### src/design/cpfv_pkg.sv
package cpfv_pkg;

	// Input and digit geometry.
	localparam int ID_W      = 37;
	localparam int DIGITS    = 11;
	localparam int BCD_W     = 4 * DIGITS;
	localparam logic [ID_W-1:0] ID_MAX = 37'd99999999999;

	// Double-dabble conversion is spread over five stages.
	localparam int DAB_STEPS = 8;
	localparam int DAB_LAST  = ID_W - 4 * DAB_STEPS;

	// Widest weighted sums: 9 * (10 + ... + 2) and 9 * (11 + ... + 2).
	localparam int SUM1_W = 9;
	localparam int SUM2_W = 10;

	// Stream byte padding.
	localparam int S_TDATA_W = 40;
	localparam int M_TDATA_W = 8;

	typedef logic [3:0]       digit_t;
	typedef logic [BCD_W-1:0] bcd_t;
	typedef logic [ID_W-1:0]  id_t;

	// Weighted sums and the two check digits, passed from the sum stage on.
	typedef struct packed {
		logic [SUM1_W-1:0] sum1;
		logic [SUM2_W-1:0] sum2;
		digit_t            dig9;
		digit_t            dig10;
	} sums_t;

	// Digit i counted from the most significant end (d0) of the BCD word.
	function automatic digit_t bcd_digit(bcd_t bcd, int idx);
		return bcd[4 * (DIGITS - 1 - idx) +: 4];
	endfunction

	// Expected check digit for a weighted sum s: (s * 10) mod 11, where a
	// remainder of ten becomes zero. Since 10 = -1 and 32 = -1 (mod 11),
	// the value is folded as lo - hi before a short compare-subtract chain.
	function automatic digit_t check_digit(logic [SUM2_W-1:0] s);
		logic [4:0] lo;
		logic [4:0] hi;
		logic [5:0] t;
		logic [3:0] m;
		logic [3:0] r;
		lo = s[4:0];
		hi = 5'(s >> 5);
		t  = 6'(lo) + 6'd22 - 6'(hi);
		if (t >= 6'd44) begin
			m = 4'(t - 6'd44);
		end else if (t >= 6'd33) begin
			m = 4'(t - 6'd33);
		end else if (t >= 6'd22) begin
			m = 4'(t - 6'd22);
		end else if (t >= 6'd11) begin
			m = 4'(t - 6'd11);
		end else begin
			m = t[3:0];
		end
		r = (m == 4'd0) ? 4'd0 : 4'd11 - m;
		if (r == 4'd10) begin
			r = 4'd0;
		end
		return r;
	endfunction

endpackage

### src/design/cpf_check_digit_validator.sv
// Mod-11 check-digit validator for eleven-digit identity numbers. Each
// transaction on the slave stream carries one number as a binary integer;
// the master stream returns one bit per number, 1 when both check digits
// match and 0 otherwise (also 0 for any value above 99999999999). The block
// keeps no state between numbers and takes one number per clock cycle while
// the master side is ready. Each number passes through five stages of binary
// to BCD conversion, one stage for the weighted sums and one for the mod-11
// checks, whose register is the output register. Results leave in input order;
// a stall on the master side holds the pipeline and fills its empty stages.
module cpf_check_digit_validator (
	input  logic                             clk,
	input  logic                             arst_n,
	input  logic                             s_axis_tvalid,
	output logic                             s_axis_tready,
	input  logic [cpfv_pkg::S_TDATA_W-1:0]   s_axis_tdata,  // [36:0] id_number
	output logic                             m_axis_tvalid,
	input  logic                             m_axis_tready,
	output logic [cpfv_pkg::M_TDATA_W-1:0]   m_axis_tdata   // [0] valid_res
);
	import cpfv_pkg::*;

	// Valid bits of the seven stages.
	logic vld_s1, vld_s2, vld_s3, vld_s4, vld_s5, vld_s6, vld_s7;
	logic rdy1, rdy2, rdy3, rdy4, rdy5, rdy6, rdy7;

	// Payload registers.
	bcd_t  bcd_s1, bcd_s2, bcd_s3, bcd_s4, bcd_s5;
	id_t   bin_s1, bin_s2, bin_s3, bin_s4;
	logic  rng_s1, rng_s2, rng_s3, rng_s4, rng_s5, rng_s6;
	sums_t sums_s6;
	logic  res_s7;

	// Stage logic outputs.
	id_t   id_in;
	bcd_t  bcd_n1, bcd_n2, bcd_n3, bcd_n4, bcd_n5;
	id_t   bin_n1, bin_n2, bin_n3, bin_n4, bin_n5;
	sums_t sums_n6;
	logic  res_n7;

	assign id_in = s_axis_tdata[ID_W-1:0];

	// A stage may load when it is empty or its content moves on.
	assign rdy7 = !vld_s7 || m_axis_tready;
	assign rdy6 = !vld_s6 || rdy7;
	assign rdy5 = !vld_s5 || rdy6;
	assign rdy4 = !vld_s4 || rdy5;
	assign rdy3 = !vld_s3 || rdy4;
	assign rdy2 = !vld_s2 || rdy3;
	assign rdy1 = !vld_s1 || rdy2;
	assign s_axis_tready = rdy1;

	cpfv_dabble #(.STEPS(DAB_STEPS)) u_dab1 (
		.bcd_in('0), .bin_in(id_in), .bcd_out(bcd_n1), .bin_out(bin_n1)
	);
	cpfv_dabble #(.STEPS(DAB_STEPS)) u_dab2 (
		.bcd_in(bcd_s1), .bin_in(bin_s1), .bcd_out(bcd_n2), .bin_out(bin_n2)
	);
	cpfv_dabble #(.STEPS(DAB_STEPS)) u_dab3 (
		.bcd_in(bcd_s2), .bin_in(bin_s2), .bcd_out(bcd_n3), .bin_out(bin_n3)
	);
	cpfv_dabble #(.STEPS(DAB_STEPS)) u_dab4 (
		.bcd_in(bcd_s3), .bin_in(bin_s3), .bcd_out(bcd_n4), .bin_out(bin_n4)
	);
	cpfv_dabble #(.STEPS(DAB_LAST)) u_dab5 (
		.bcd_in(bcd_s4), .bin_in(bin_s4), .bcd_out(bcd_n5), .bin_out(bin_n5)
	);

	cpfv_sum u_sum (
		.bcd(bcd_s5), .sums(sums_n6)
	);

	cpfv_check u_check (
		.sums(sums_s6), .in_range(rng_s6), .valid_res(res_n7)
	);

	// Valid bits advance with the ready chain.
	always_ff @(posedge clk or negedge arst_n) begin
		if (!arst_n) begin
			vld_s1 <= 1'b0;
			vld_s2 <= 1'b0;
			vld_s3 <= 1'b0;
			vld_s4 <= 1'b0;
			vld_s5 <= 1'b0;
			vld_s6 <= 1'b0;
			vld_s7 <= 1'b0;
		end else begin
			if (rdy1) vld_s1 <= s_axis_tvalid;
			if (rdy2) vld_s2 <= vld_s1;
			if (rdy3) vld_s3 <= vld_s2;
			if (rdy4) vld_s4 <= vld_s3;
			if (rdy5) vld_s5 <= vld_s4;
			if (rdy6) vld_s6 <= vld_s5;
			if (rdy7) vld_s7 <= vld_s6;
		end
	end

	// Payload loads only when a valid item moves into the stage.
	always_ff @(posedge clk) begin
		if (rdy1 && s_axis_tvalid) begin
			bcd_s1 <= bcd_n1;
			bin_s1 <= bin_n1;
			rng_s1 <= (id_in <= ID_MAX);
		end
		if (rdy2 && vld_s1) begin
			bcd_s2 <= bcd_n2;
			bin_s2 <= bin_n2;
			rng_s2 <= rng_s1;
		end
		if (rdy3 && vld_s2) begin
			bcd_s3 <= bcd_n3;
			bin_s3 <= bin_n3;
			rng_s3 <= rng_s2;
		end
		if (rdy4 && vld_s3) begin
			bcd_s4 <= bcd_n4;
			bin_s4 <= bin_n4;
			rng_s4 <= rng_s3;
		end
		if (rdy5 && vld_s4) begin
			bcd_s5 <= bcd_n5;
			rng_s5 <= rng_s4;
		end
		if (rdy6 && vld_s5) begin
			sums_s6 <= sums_n6;
			rng_s6  <= rng_s5;
		end
		if (rdy7 && vld_s6) begin
			res_s7 <= res_n7;
		end
	end

	assign m_axis_tvalid = vld_s7;
	assign m_axis_tdata  = {(M_TDATA_W - 1)'(0), res_s7};

	// Every digit of a finished conversion is a decimal digit.
	logic bcd_ok_s5;
	always_comb begin
		bcd_ok_s5 = 1'b1;
		for (int j = 0; j < DIGITS; j++) begin
			if (bcd_s5[4 * j +: 4] > 4'd9) begin
				bcd_ok_s5 = 1'b0;
			end
		end
	end

	// The unused bits of the final binary word are all shifted out.
	logic bin_done;
	assign bin_done = (bin_n5 == '0);

	a_empty_out_ready: assert property (@(posedge clk) disable iff (!arst_n)
		!m_axis_tvalid |-> s_axis_tready)
		else $error("input stalled while the output register is empty");

	a_accept_fills_s1: assert property (@(posedge clk) disable iff (!arst_n)
		s_axis_tvalid && s_axis_tready |=> vld_s1)
		else $error("accepted transaction did not reach the first stage");

	a_stall_holds_s3: assert property (@(posedge clk) disable iff (!arst_n)
		vld_s3 && !rdy4 |=> vld_s3 && $stable(bcd_s3) && $stable(bin_s3))
		else $error("stalled conversion stage lost or changed its item");

	a_bcd_digits: assert property (@(posedge clk) disable iff (!arst_n)
		vld_s5 && rng_s5 |-> bcd_ok_s5 && bin_done)
		else $error("conversion produced a non-decimal digit");

endmodule

### src/design/cpfv_dabble.sv
// One slice of the binary to BCD conversion: a fixed number of shift-add-3
// steps, each taking the next most significant bit of the binary word.
module cpfv_dabble #(
	parameter int STEPS = cpfv_pkg::DAB_STEPS
) (
	input  cpfv_pkg::bcd_t bcd_in,
	input  cpfv_pkg::id_t  bin_in,
	output cpfv_pkg::bcd_t bcd_out,
	output cpfv_pkg::id_t  bin_out
);
	import cpfv_pkg::*;

	always_comb begin
		bcd_t bcd;
		id_t  bin;
		bcd = bcd_in;
		bin = bin_in;
		for (int k = 0; k < STEPS; k++) begin
			// Bias every digit of five or more so the shift carries correctly.
			for (int j = 0; j < DIGITS; j++) begin
				if (bcd[4 * j +: 4] >= 4'd5) begin
					bcd[4 * j +: 4] = bcd[4 * j +: 4] + 4'd3;
				end
			end
			bcd = {bcd[BCD_W-2:0], bin[ID_W-1]};
			bin = {bin[ID_W-2:0], 1'b0};
		end
		bcd_out = bcd;
		bin_out = bin;
	end

endmodule

### src/design/cpfv_sum.sv
// Weighted digit sums for both check digits.
module cpfv_sum (
	input  cpfv_pkg::bcd_t  bcd,
	output cpfv_pkg::sums_t sums
);
	import cpfv_pkg::*;

	always_comb begin
		logic [SUM1_W-1:0] acc1;
		logic [SUM2_W-1:0] acc2;
		acc1 = '0;
		acc2 = '0;
		// First sum over d0..d8 with weights 10 down to 2.
		for (int i = 0; i < DIGITS - 2; i++) begin
			acc1 = acc1 + SUM1_W'(bcd_digit(bcd, i)) * SUM1_W'(10 - i);
		end
		// Second sum over d0..d9 with weights 11 down to 2.
		for (int i = 0; i < DIGITS - 1; i++) begin
			acc2 = acc2 + SUM2_W'(bcd_digit(bcd, i)) * SUM2_W'(11 - i);
		end
		sums.sum1  = acc1;
		sums.sum2  = acc2;
		sums.dig9  = bcd_digit(bcd, DIGITS - 2);
		sums.dig10 = bcd_digit(bcd, DIGITS - 1);
	end

endmodule

### src/design/cpfv_check.sv
// Final verdict: both check digits match and the number fits in eleven digits.
module cpfv_check (
	input  cpfv_pkg::sums_t sums,
	input  logic            in_range,
	output logic            valid_res
);
	import cpfv_pkg::*;

	digit_t exp1;
	digit_t exp2;

	always_comb begin
		exp1      = check_digit(SUM2_W'(sums.sum1));
		exp2      = check_digit(sums.sum2);
		valid_res = in_range && (exp1 == sums.dig9) && (exp2 == sums.dig10);
	end

endmodule

### config.mk
export PLATFORM = sky130hd
export DESIGN_NAME = cpf_check_digit_validator
export DESIGN_NICKNAME = d
export VERILOG_FILES = /design/src/design/cpfv_pkg.sv /design/src/design/cpf_check_digit_validator.sv /design/src/design/cpfv_dabble.sv /design/src/design/cpfv_sum.sv /design/src/design/cpfv_check.sv
export SDC_FILE = /design/constraint.sdc
export NUM_CORES = 2
export LEC_CHECK = 0
export BUFFER_PORTS_ARGS = -buffer_cell sky130_fd_sc_hd__buf_2
export CAP_MARGIN = 10
export CELL_PAD_IN_SITES_DETAIL_PLACEMENT = 0
export CELL_PAD_IN_SITES_GLOBAL_PLACEMENT = 2
export CORE_MARGIN = 4
export CORE_UTILIZATION = 44
export CTS_CLUSTER_DIAMETER = 100
export DETAILED_ROUTE_END_ITERATION = 6
export PLACE_DENSITY = 0.88
export SLEW_MARGIN = 20
export SYNTH_ARGS = -nofsm -noshare
export SYNTH_HDL_FRONTEND = slang
export SYNTH_SLANG_ARGS = --single-unit
### constraint.sdc
create_clock -name clk -period 13.8 [get_ports clk]
set_clock_uncertainty 0.15 [all_clocks]
set_input_delay 2.76 -clock clk [delete_from_list [all_inputs] [get_ports clk]]
set_output_delay 2.76 -clock clk [all_outputs]
set_load 0.01 [all_outputs]
==> metrics <==
hold_buf cts=0; CP max stage delay=670 ps; nets=5,034; CTS buffer count=38; clock root cell=clkbuf_16; Place WS=5680 ps; CP arrival=8290 ps; CTS tree=built; H-tree Lvls=2; Rows=106; clock period minus worst slack=8140 ps; Clock Path Buffers=3; CTS sink count=257; # resized after CTS=0; met1 usage=23.5%; met3 Use GR=1.75%; initial antenna violation count=0; core box area=0.0838 sq mm; clock slew at reported path FFs=60 ps; starting density of the core=44.5%; global routing's busiest layer=met2; I/O pin total=54; Final Hold Vio Count=0; DRT Pass-1 Iters=5; actual slew at the worst max-slew pin=1050 ps; Post-synth ARST share=2.72%; grt ovf=0; final setup violation count=0; Die Height=299 um; postcts setup bufs=0; Syn Area/Cell=8.33 sq um; Clk Latency, worst-skew pair=580 ps; hold path depth=0; final period utilization=59.0%; yosys warns=0; # port buffers=43; synthesized flop and latch total=257; met2 usage=27.7%; Post-synth EDFFs=250; area grow syn2layout=7.37%; width of the die=299 um; Reg2Reg Depth=31; vias in the first global route=28,400; CP max-delay cell=xor2_1; most frequent CP cell=ha_1; status=finished clean; CP Data Required Time=13,950 ps; die area=0.0896 sq mm; final wirelength=75,300 um; CP Launch Type=register; RSZ-0062 raised after global routing=false; total number of vias=30,900; Mapped Area=0.0373 sq mm; pin count of the biggest net entering global routing=49; min-delay worst type=register to register; sequential share of the synthesized area=20.6%; slack of the critical path=5660 ps; Cell variety after synth=130; Placer Congestion=0.789; kind of end point of the critical path=register; # DRC=0; Max Cap Viol=0; Max-slew headroom=30.1%; first-pass GRT wire length=132,000 um; DP HPWL=59,600 um; Final ANT Viol Nets=0; critical path class=register to register; share of cells above drive strength 1=8.11%; Filler cells=8,230; Post-Synthesis Cells=4,484; Slew Limit Fails=0; routed length per instance=13.3 um; CP Max Fanout=12; setup tns final=0 ps; GRT Overall Usage=16.6%; DRT iter0 DRCs=1,584; Antenna diodes=0; FMAX=123 MHz; Vias/cell=5.46; top_reg_cell synth=edfxtp_1
## cells in the mapped netlist, types with 22 or more instances
cell type / instances / area share [%]
edfxtp_1: 250 / 20
a211o_1: 28 / 0.66
or3_1: 42 / 0.70
mux2i_1: 150 / 4.0
fa_1: 104 / 5.6
a21oi_1: 329 / 4.4
o211ai_1: 47 / 0.94
nand3_1: 69 / 0.92
inv_1: 450 / 4.5
ha_1: 388 / 13
a211oi_1: 38 / 0.76
xnor2_1: 161 / 3.8
or2_2: 32 / 0.54
o22ai_1: 36 / 0.60
o21ai_0: 310 / 4.2
mux2_2: 82 / 2.5
a31oi_1: 39 / 0.65
nor3_1: 96 / 1.3
and3_1: 39 / 0.65
o21bai_1: 22 / 0.44
and2_1: 48 / 0.80
nand2b_1: 87 / 1.5
nor2_1: 361 / 3.6
a21o_1: 64 / 1.3
nand2_1: 347 / 3.5
o21ai_1: 43 / 0.58
nor2b_1: 75 / 1.3
o21a_1: 45 / 0.90
clkbuf_1: 74 / 0.74
xor2_1: 43 / 1.0
o31ai_1: 29 / 0.58
nor3b_1: 26 / 0.52
a21boi_0: 35 / 0.70
## registers in the layout, summed over array words and instances, names as in the netlist, 5 cells and up
register  count
bcd_s3       31
bcd_s4       42
sums_s6      27
bin_s1       29
bin_s2       21
bcd_s5       44
bcd_s2       21
bin_s3       13
bcd_s1       10
bin_s4        5
## cell families (layout without fill, tap and decap cells)
logic type	count (synthesis)	in the layout	share of synthesized area (%)
adder cells (fa/ha/maj)	501	501	18.8
flip-flops	257	257	20.6
AO/OA/AOI/OAI	1392	1392	25.5
multiplexers	240	240	6.83
buffers and inverters	555	592	5.73
XOR/XNOR	211	211	5.11
AND/OR/NAND/NOR	1327	1327	17.4
other	1	7	0.0100
## placed cells by master (no fill, tap or decap), types with 23 or more instances in the layout
cell,n
nor2_1,361
inv_1,450
nor3_1,96
a31oi_1,38
mux2_2,82
nand2_1,347
buf_2,43
a21oi_1,329
o21ai_1,43
fa_1,104
buf_4,23
xnor2_1,161
nand3_1,69
o211ai_1,47
nor3b_1,26
or3_1,42
a211oi_1,38
o31ai_1,29
xor2_1,43
and2_1,45
a21boi_0,35
o22ai_1,36
mux2i_1,150
or2_2,32
a21o_1,64
nor2b_1,74
nand2b_1,87
and3_1,39
o21a_1,45
clkbuf_16,39
edfxtp_1,250
a211o_1,28
o21ai_0,310
ha_1,388
## worst paths after layout
| kind | slack (ps) | from | to |
|---|---|---|---|
| max reg2reg | 5660 | bcd_s1[0] | bcd_s2[9] |
| min | 260 | bcd_s5[2] | sums_s6[2] |
| min in group asynchronous | 1880 | arst_n | vld_s4 |
| max | 5660 | bcd_s1[0] | bcd_s2[9] |
| max in group asynchronous | 11460 | arst_n | vld_s6 |
| min reg2reg | 260 | bcd_s5[2] | sums_s6[2] |
## cell type report
cell class                      instances  area [sq um]  share of cell area (%)
Sequential cell                       257          7680                    19.2
Timing Repair Buffer                   67           408                    1.02
Multi-Input combinational cell       3678         27600                    68.8
Clock inverter                         23           284                   0.708
Tap cell                             1134          1420                    3.54
Inverter                              456          1710                    4.27
Clock buffer                           46          1010                    2.52
## through the flow
stage	std cells	instance area (sq um)	utilization [%]	hold slack, ps
global placement	5591	38800	46.3	250
finish	5661	40100	47.8	265
CTS	5660	40100	47.8	268
floorplan	4490	37400	-	250
detailed placement	5591	38800	46.3	255
global route	5661	40100	47.8	275
## routing by layer
metal | up-vias | share of wire (%)
li1 | 16400 | -
met1 | 14200 | 51
met2 | 272 | 45
met3 | 70 | 2.3
met4 | 0 | 1.7
met5 | - | 0
## worst max-delay path, delay by kind of cell, from the launching register on
kind / cells / cell delay [ps]
AO/OA/AOI/OAI: 11 / 2500
adder cells (fa/ha/maj): 6 / 1690
XOR/XNOR: 2 / 1000
AND/OR/NAND/NOR: 6 / 850
multiplexers: 2 / 840
flip-flops: 1 / 440
buffers and inverters: 4 / 400
Power is not shown: default switching activity piles up to over one toggle a cycle in this logic, so the estimate is an artifact.
